$ cat src/rtl/rdi_pkg.sv
// ----------------------------------------------------------------------------
// rdi_pkg: shared types and constants for the ray/disk intersection core
// Payload structs, configuration struct, queue entry and fixed-point limits.
// ----------------------------------------------------------------------------
package rdi_pkg;

    localparam int WORD_W  = 32;
    localparam int FRAC_W  = 16;
    localparam int RAD_W   = 31;
    localparam int NUM_W   = 67;   // sum of three 33x32 products
    localparam int DEN_W   = 66;   // sum of three 32x32 products
    localparam int DIV_W   = 97;   // remainder / shifted divisor width
    localparam int QBITS   = 31;   // quotient bits below the saturation point
    localparam int QDEPTH  = 4;
    localparam int QPTR_W  = 2;
    localparam int QCNT_W  = 3;
    localparam int IDX_W   = 3;

    localparam logic signed [WORD_W-1:0] WORD_MAX = 32'sh7FFF_FFFF;
    localparam logic signed [WORD_W-1:0] WORD_MIN = 32'sh8000_0000;
    localparam logic signed [WORD_W-1:0] EPS_RAW  =
        WORD_W'((64'd1 << FRAC_W) / 64'd100000);

    // register indexes
    localparam logic [IDX_W-1:0] REG_CENTER_X = 3'd0;
    localparam logic [IDX_W-1:0] REG_CENTER_Y = 3'd1;
    localparam logic [IDX_W-1:0] REG_CENTER_Z = 3'd2;
    localparam logic [IDX_W-1:0] REG_NORMAL_X = 3'd3;
    localparam logic [IDX_W-1:0] REG_NORMAL_Y = 3'd4;
    localparam logic [IDX_W-1:0] REG_NORMAL_Z = 3'd5;
    localparam logic [IDX_W-1:0] REG_RADIUS   = 3'd6;

    typedef struct packed {
        logic signed [WORD_W-1:0] origin_x;
        logic signed [WORD_W-1:0] origin_y;
        logic signed [WORD_W-1:0] origin_z;
        logic signed [WORD_W-1:0] dir_x;
        logic signed [WORD_W-1:0] dir_y;
        logic signed [WORD_W-1:0] dir_z;
    } ray_t;

    typedef struct packed {
        logic                     hit;
        logic                     in_front;
        logic signed [WORD_W-1:0] distance_t;
        logic signed [WORD_W-1:0] point_x;
        logic signed [WORD_W-1:0] point_y;
        logic signed [WORD_W-1:0] point_z;
    } result_t;

    typedef struct packed {
        logic signed [WORD_W-1:0] center_x;
        logic signed [WORD_W-1:0] center_y;
        logic signed [WORD_W-1:0] center_z;
        logic signed [WORD_W-1:0] normal_x;
        logic signed [WORD_W-1:0] normal_y;
        logic signed [WORD_W-1:0] normal_z;
        logic [RAD_W-1:0]         disk_radius;
    } cfg_t;

    typedef struct packed {
        logic signed [NUM_W-1:0] num;
        logic signed [DEN_W-1:0] den;
        ray_t                    ray;
    } q_entry_t;

    typedef struct packed {
        ray_t ray;
        logic neg;
        logic ovf;
        logic par;
    } div_side_t;

    typedef struct packed {
        logic full;
        logic not_empty;
    } q_status_t;

endpackage

$ cat src/rtl/rdi_queue.sv
// ----------------------------------------------------------------------------
// rdi_queue: short FIFO between the front and back pipelines
// Register-based, one write and one read port, count-based full/empty.
// ----------------------------------------------------------------------------
module rdi_queue (
    input  logic               clk,
    input  logic               rst_n,
    input  logic               push,
    input  rdi_pkg::q_entry_t  push_data,
    input  logic               pop,
    output rdi_pkg::q_entry_t  pop_data,
    output rdi_pkg::q_status_t status
);
    import rdi_pkg::*;

    q_entry_t              mem_reg [QDEPTH];
    logic [QPTR_W-1:0]     wptr_reg, rptr_reg;
    logic [QCNT_W-1:0]     cnt_reg, cnt_next;

    // track occupancy
    always_comb
    begin
        cnt_next = cnt_reg;
        if (push && !pop)
            cnt_next = cnt_reg + 1'b1;
        else if (pop && !push)
            cnt_next = cnt_reg - 1'b1;
    end

    always_ff @(posedge clk or negedge rst_n)
    begin
        if (!rst_n)
        begin
            wptr_reg <= '0;
            rptr_reg <= '0;
            cnt_reg  <= '0;
        end
        else
        begin
            if (push)
                wptr_reg <= wptr_reg + 1'b1;
            if (pop)
                rptr_reg <= rptr_reg + 1'b1;
            cnt_reg <= cnt_next;
        end
    end

    // store entry
    always_ff @(posedge clk)
    begin
        if (push)
            mem_reg[wptr_reg] <= push_data;
    end

    assign pop_data         = mem_reg[rptr_reg];
    assign status.full      = (cnt_reg == QCNT_W'(QDEPTH));
    assign status.not_empty = (cnt_reg != '0);

endmodule

$ cat config.mk
export PLATFORM = sky130hd
export DESIGN_NAME = rdi_queue
export DESIGN_NICKNAME = d
export VERILOG_FILES = /design/src/rtl/rdi_pkg.sv /design/src/rtl/rdi_queue.sv
export SDC_FILE = /design/constraint.sdc
export NUM_CORES = 1
export LEC_CHECK = 0
export BUFFER_PORTS_ARGS = -buffer_cell sky130_fd_sc_hd__buf_2
export CAP_MARGIN = 10
export CELL_PAD_IN_SITES_DETAIL_PLACEMENT = 1
export CELL_PAD_IN_SITES_GLOBAL_PLACEMENT = 2
export CORE_MARGIN = 1.5
export CORE_UTILIZATION = 41
export DETAILED_ROUTE_END_ITERATION = 16
export PLACE_DENSITY_LB_ADDON = 0.1
export SETUP_SLACK_MARGIN = 0.4
export SLEW_MARGIN = 25
export SYNTH_ARGS = -nofsm -noshare
export SYNTH_HDL_FRONTEND = slang
export SYNTH_SLANG_ARGS = --single-unit
$ cat constraint.sdc
create_clock -name clk -period 8.2 [get_ports clk]
set_clock_uncertainty 0.15 [all_clocks]
set_input_delay 1.64 -clock clk [delete_from_list [all_inputs] [get_ports clk]]
set_output_delay 1.64 -clock clk [all_outputs]
set_load 0.03 [all_outputs]
# After elaboration in Yosys (flattened, before gate mapping)
# Memory sizes are Yosys's and may differ from the RTL's.
# Index checks and enable logic that the tools add are counted.
[op_classes]
bitwise_logic = 0
n_eq_ne = 1
add_sub_neg = 4
order_cmp = 0
n_mul = 0
n_div = 0
shifts = 0
reduce_logical = 6
muxes = 4
[op_table]
columns = ["operator", "n"]
rows = [
  ["$mux 3", 2],
  ["$add 2x1->2 const B", 2],
  ["$add 3x1->3 const B", 1],
  ["$eq 3x3->1 const B", 1],
  ["$reduce_bool 3->1", 1],
  ["$sub 3x1->3 const B", 1],
  ["$logic_and 1x1->1", 2],
  ["$logic_not 1->1", 2],
  ["$mux 1", 2],
  ["$reduce_bool 2->1", 1],
]
[word_totals]
latchBits = 0
mem_bits_rw = 1300
inputBits = 329
output_inout_bits = 327
rom_bits = 0
register_bits = 7
n_memories = 1
[memory_table]
columns = ["memory", "depth", "width", "rd", "rd_clocked_by_memory_dff", "write_ports", "line", "text"]
rows = [
  ["mem_reg", 4, 325, 1, 0, 1, "rdi_queue.sv:16", "q_entry_t mem_reg [QDEPTH];"],
]

# Logic depth before layout (Yosys ltp)
# Gate-level depths: netlist of the first run.
[logic_depth]
word_depth = 4
ltp_mapped = 7
ltp_nobuf = 7

# Worst setup path before layout of the first run
# No wires, ideal clock.
[synth_path]
path_kind = "in2reg"
startpoint = "input port push"
endpoint = "memory mem_reg[1][0] in the netlist's numbering, enable pin"
setup_slack_ns = -1.641
setup_time_ns = 0.727
path_buffers = 0
cell_stages = 1
arrival_ns = 8.964
path_cell_list = "and2_1"
[synth_via]
elab_chain_cells = 2
[synth_rtl]
columns = ["element", "line", "text"]
rows = [
  ["from (decl)", "rdi_queue.sv:8", "input logic push,"],
  ["$mux 1", "rdi_queue.sv:51", "if (push)"],
  ["$mux 1 (not written as such)", "rdi_queue.sv:52", "mem_reg[wptr_reg] <= push_data;"],
  ["to (decl)", "rdi_queue.sv:16", ""],
]
# Every way passes these cells.

==> results of run 1 <==
[layout by cell type (no fill, tap or decap), types with 3 or more instances in the layout]
cell and instances:
and2_4 4, buf_12 11, buf_2 655, buf_4 12
bufinv_16 7, clkbuf_1 24, clkbuf_16 146, clkinv_1 43
clkinv_2 16, dfrtp_1 5, diode_2 16, edfxtp_1 1300
ha_1 5, inv_1 4, inv_16 3, inv_6 5
mux4_2 325, xor2_1 4
[layout make-up]
class	instances	area, um^2	area share
well taps	1512	1890	0.0334
clock inverters	79	633	0.0112
inverters	4	15.0	0.000265
clock buffers	170	3740	0.0660
diodes	16	40.0	0.000706
flip-flops and latches	1307	39200	0.692
repair buffers	679	3620	0.0638
multi-input cells	348	7530	0.133
[logic make-up (layout without fill, tap and decap cells)]
logic type	count (synthesis)	after routing
and+or+nand+nor	9	9
other	0	16
adders and majority gates	6	6
muxes	326	326
DFF	1307	1307
xor gates and xnor gates	6	6
AOI/OAI and AO/OA	1	1
buffers and inverters	77	932
[metrics by stage]
stage / power (mW) / hold WS, ps / area (um^2)
2_1_floorplan: 14.7 / 299 / 47200
3_3_place_gp: 17.0 / 317 / 52200
3_5_place_dp: 17.1 / 338 / 52300
4_1_cts: 23.1 / 351 / 56700
5_1_grt: 23.6 / 386 / 56700
6_report: 22.7 / 344 / 56700
[cell usage after synthesis, drive strengths merged]
cell type | n | area (um^2)
edfxtp | 1300 | 39000
fa | 1 | 20.0
nor3b | 1 | 7.51
o21ai | 1 | 5.00
xor2 | 4 | 35.0
mux4 | 325 | 7320
buf | 61 | 405
dfrtp | 7 | 175
nand2 | 2 | 7.51
clkbuf | 12 | 45.0
ha | 5 | 62.6
and2 | 4 | 25.0
or3 | 1 | 6.26
mux2 | 1 | 11.3
xnor2 | 2 | 17.5
inv | 4 | 15.0
nor2 | 1 | 3.75
[report_power, final]
group,internal (mW),switching [mW]
clock,3.47,2.50
combinational,2.55,5.07
sequential,8.74,0.333
total,14.8,7.90
[metal layers]
layer	share of wire	up-vias
li1	-	9108
met3	0.092	245
met2	0.50	621
met5	0.0033	-
met4	0.028	60
met1	0.37	11200
[how the worst min path moves through the flow]
stage,endpoint
2_1_floorplan,cnt_reg[2]$_DFFE_PN0P_
6_report,cnt_reg[2]$_DFFE_PN0P_
3_5_place_dp,cnt_reg[2]$_DFFE_PN0P_
4_1_cts,cnt_reg[2]$_DFFE_PN0P_
3_3_place_gp,cnt_reg[2]$_DFFE_PN0P_
5_1_grt,cnt_reg[2]$_DFFE_PN0P_
==> results_dict.tcl, run 1 <==
set metrics [dict create \
    synthAdderAreaFrac 0.00175 \
    drt_iter0_drc 1179 \
    clock-sinks 1307 \
    path_delay_family "flip-flops" \
    core_area_um2 114000 \
    portBuffers 655 \
    worst-path-max-fanout 40 \
    leakage_nw 19.1 \
    peakVddDrop_mv 0.311 \
    muxShareOfSynthArea 0.155 \
    slew_headroom 0.267 \
    synth-xor-area-share 0.00111 \
    htreeDepth 4 \
    setup_viol 0 \
    route.detailed.drc 0 \
    place_inst 3850 \
    via_per_inst 5.16 \
    first_pass_iters 5 \
    cap_violations 0 \
    worstHoldStart "cnt_reg[2]$_DFFE_PN0P_" \
    cts_made_buffers 141 \
    finalSetupTns_ps 0 \
    outcome "complete, no violations" \
    yosys_warnings 0 \
    ys_ff_latch 1307 \
    synth_top_family_by_area "multiplexers" \
    setup_slack_ps 2980 \
    hold_buffers 0 \
    cts.clk_slew.worst_paths_ps 50 \
    fillCellCount 10200 \
    reg2reg_from "wptr_reg[1]$_DFFE_PN0P_" \
    syn_nets 2067 \
    crit_end "pop_data[278]" \
    use_met2 0.311 \
    place_ws_ps 3610 \
    insertion_delay_ps 720 \
    fin_util 0.496 \
    rsz0062_at_grt "false" \
    met3_usage 0.0767 \
    grtUsageTotal 0.188 \
    post_cts_resized 0 \
    maxSlewViolCount 0 \
    synthSimpleGateAreaFrac 0.00106 \
    tightest_slew_ps 1100 \
    grt_busiest_layer "met2" \
    required_ps 6410 \
    arrival_ps 3430 \
    max_clock_freq_ghz 0.192 \
    drive_above_1_share 0.461 \
    instances_no_fill 4115 \
    placementRows 124 \
    ys_types 20 \
    syn_area_um2 47200 \
    worst-path-buf-inv 2 \
    finalHoldViolations 0 \
    critical-path-slowest-cell "dfrtp_4" \
    die_h_um 342 \
    overflow 0 \
    finalNetCount 2816 \
    crit_chain "buf_4 -> mux4_2 -> buf_2" \
    reg2reg_slack_ps 5160 \
    r2r_cells 5 \
    antenna_left 0 \
    use_met1 0.222 \
    hpwl_um 67700 \
    postCtsSetupRepairBufs 0 \
    grt_pass1_wl_um 158000 \
    fp.dieW_um 342 \
    syn-mean-instance-area_um2 27.3 \
    r2r_end "mem_reg[1][220]$_DFFE_PP_" \
    startpoint_type "register" \
    cts.path.max_buffers 3 \
    syn2layout_area_growth_pct 20.1 \
    path_depth 3 \
    ys_seq_area_frac 0.831 \
    cts_root_buf "clkbuf_16" \
    p_per_area_nw_per_um2 400 \
    synthCells 1732 \
    wirelength_um 110000 \
    ios 656 \
    timing.final.crit_share 0.637 \
    synth-compound-area-share 0.000106 \
    tritoncts "done" \
    cpPeakStageDelay_ps 990 \
    grt_pass1_vias 23100 \
    endpoint_kind "primary output" \
    period_needed_ps 5220 \
    crit_path_start "rptr_reg[0]$_DFFE_PN0P_" \
    die-area_um2 117000 \
    grt_max_degree 148 \
    drt-wirelength-per-cell_um 26.7 \
    largest_reg_flops 1300 \
    route.vias.total 21300 \
    min_path_type "reg2reg" \
    path_class "reg2out" \
    antenna_found_initial 66 \
    min_path_cells 1 \
    start_util 0.413 \
    gp_congestion 0.735 \
]
No activity file was read; power rests on OpenSTA's default activity.
==> run 2, diff against run 1 <==
ABC_AREA = 1   (was default)
CORE_UTILIZATION = 40   (was 41)
clock period = 5.3 ns   (was 8.2 ns; I/O delays follow)
==> run 2 against run 1 <==
  * Critical path depth grew 2
  * Sequential power up 55%
  * Hold slack worse by 20 ps
  * Wire length increased by 18%
  * Non-clock buffer count increased by 33
  * Critical path type unchanged
  * Largest cell class unchanged
  * Largest power group is now combinational cells
==> results_dict.tcl, run 2 <==
set metrics [dict create \
    via_per_inst 4.88 \
    route.detailed.drc 0 \
    endpoint_kind "primary output" \
    final_cell_mix "1300 x edfxtp_1, 985 x nand2_1, 657 x inv_1, 655 x buf_2, 590 x o211ai_1" \
    syn_area_um2 52200 \
    ys_ff_latch 1307 \
    post-synth-top-count-cell "edfxtp_1" \
    post_cts_resized 0 \
    startpoint_type "register" \
    arrival_ps 3200 \
    finalSetupTns_ps 0 \
    ys_seq_area_frac 0.752 \
    rsz0062_at_grt "false" \
    p_per_area_nw_per_um2 629 \
    die-area_um2 133000 \
    timing.final.crit_share 0.832 \
    setup_slack_ps 889 \
    core_area_um2 129000 \
    outcome "complete, no violations" \
    cts_root_buf "clkbuf_16" \
    min_path_type "reg2reg" \
    tritoncts "done" \
    synth_top_area_share 0.748 \
    yosys_warnings 0 \
    drive_above_1_share 0.211 \
    place_ws_ps 1570 \
    crit_chain "inv_8 -> buf_4 -> o211ai_1 -> nand2_1 -> buf_2" \
    clock-sinks 1307 \
    portBuffers 655 \
    antenna_left 0 \
    ys_types 20 \
    wirelength_um 130000 \
    cts.clk_slew.worst_paths_ps 60 \
    drt-wirelength-per-cell_um 20.4 \
    route.vias.total 30900 \
    critical-path-slowest-cell "dfrtp_4" \
    insertion_delay_ps 750 \
    die_h_um 364 \
    required_ps 4090 \
    setup_viol 0 \
    finalHoldViolations 0 \
    synth_common_cells "1300 x edfxtp_1, 989 x nand2_1, 662 x inv_1, 590 x o211ai_1, 92 x buf_2" \
    postCtsSetupRepairBufs 0 \
    htreeDepth 4 \
    cpPeakStageDelay_ps 750 \
    syn-mean-instance-area_um2 13.6 \
    peakVddDrop_mv 0.400 \
    drt_iter0_drc 1709 \
    hpwl_um 79700 \
    grt_pass1_vias 31000 \
    placementRows 132 \
    gp_congestion 0.736 \
    grtUsageTotal 0.195 \
    antenna_found_initial 82 \
    syn2layout_area_growth_pct 18.0 \
    tightest_slew_ps 1060 \
    cts.path.max_buffers 3 \
    leakage_nw 24.4 \
    ios 656 \
    synthCells 3841 \
    synth_edf_count 1300 \
    synthFlopType "edfxtp_1" \
    finalNetCount 4816 \
    final_common_cell "edfxtp_1" \
    grt_max_degree 149 \
    finalPower_mw 38.7 \
    overflow 0 \
    synthArstFlopShare 0.00536 \
    largest_reg_flops 1300 \
    period_needed_ps 4410 \
    ys_top_cells_by_area "edfxtp_1 75%, o211ai_1 8.5%, nand2_1 7.1%" \
    fp.dieW_um 364 \
    slew_headroom 0.291 \
    fillCellCount 13300 \
    start_util 0.403 \
    max_clock_freq_ghz 0.227 \
    final_area_um2 61500 \
    cts_made_buffers 144 \
    syn_nets 4176 \
    first_pass_iters 5 \
    synth_top_area_cell "edfxtp_1" \
    place_inst 6076 \
    hold_buffers 1 \
    worst-path-max-fanout 100 \
    path_class "reg2out" \
    grt_pass1_wl_um 193000 \
    cap_violations 0 \
    dpl_cell_area_um2 57000 \
    instances_no_fill 6345 \
    maxSlewViolCount 0 \
]
==> run 2: worst paths after layout <==
| check | start | end | slack, ps | cells past startpoint |
|---|---|---|---|---|
| setup / recovery | rptr_reg[1]$_DFFE_PN0P_ | pop_data[226] | 890 | 5 |
| min in group asynchronous | rst_n | rptr_reg[0]$_DFFE_PN0P_ | 600 | 2 |
| max in group asynchronous | rst_n | rptr_reg[1]$_DFFE_PN0P_ | 4200 | 2 |
| hold / removal | cnt_reg[2]$_DFFE_PN0P_ | cnt_reg[2]$_DFFE_PN0P_ | 320 | 2 |
| setup reg to reg | wptr_reg[0]$_DFFE_PN0P_ | mem_reg[2][141]$_DFFE_PP_ | 2440 | 6 |
| hold reg to reg | cnt_reg[2]$_DFFE_PN0P_ | cnt_reg[2]$_DFFE_PN0P_ | 320 | 2 |
==> run 2: area by class of cell <==
| class | count | area, um^2 | share of cell area |
|---|---|---|---|
| sequential | 1307 | 39200 | 0.637 |
| antenna | 11 | 27.5 | 0.000447 |
| clock buffer | 191 | 3950 | 0.0642 |
| clock inverter | 66 | 532 | 0.00864 |
| multi-input combinational | 1654 | 9060 | 0.147 |
| inverter | 662 | 2510 | 0.0407 |
| timing repair buffer | 712 | 4060 | 0.0660 |
| tap | 1742 | 2180 | 0.0354 |
==> run 2: routing by layer <==
layer  vias to the layer above  routed length (um)  global-route usage  part of all wire
li1                      14700                   -                   -                 -
met1                     15200               51300               0.229              0.40
met2                       657               63500               0.325              0.49
met3                       301               10700              0.0755             0.082
met4                        82                3760              0.0651             0.029
met5                         -                 494                   0            0.0038
==> run 2: kinds of logic after synthesis <==
family                     share of synthesized area
AOI/OAI and AO/OA                             0.0994
xor gates and xnor gates                    0.000672
adders and majority gates                    0.00158
buffers and inverters                         0.0750
DFF                                            0.752
and+or+nand+nor                               0.0716
==> run 2: power by group <==
group / total [mW] / switching, mW / internal (mW) / leakage, nW
logic: 15.1 / 11.3 / 3.84 / 10.1
clock network: 9.51 / 3.91 / 5.60 / 2.19
registers: 14.1 / 0.560 / 13.5 / 12.0
==> run 2: worst max-delay path, delay by kind of cell (launching register included) <==
kind | cells | cell delay (ps)
buffers and inverters | 3 | 1340
AND/OR/NAND/NOR | 1 | 100
flip-flops | 1 | 750
AO/OA/AOI/OAI | 1 | 150
==> run 2: through the flow <==
step | hold WS, ps | util
2_1_floorplan | 292 | -
3_3_place_gp | 308 | 0.440
3_5_place_dp | 317 | 0.440
4_1_cts | 287 | 0.475
5_1_grt | 314 | 0.475
6_report | 324 | 0.475
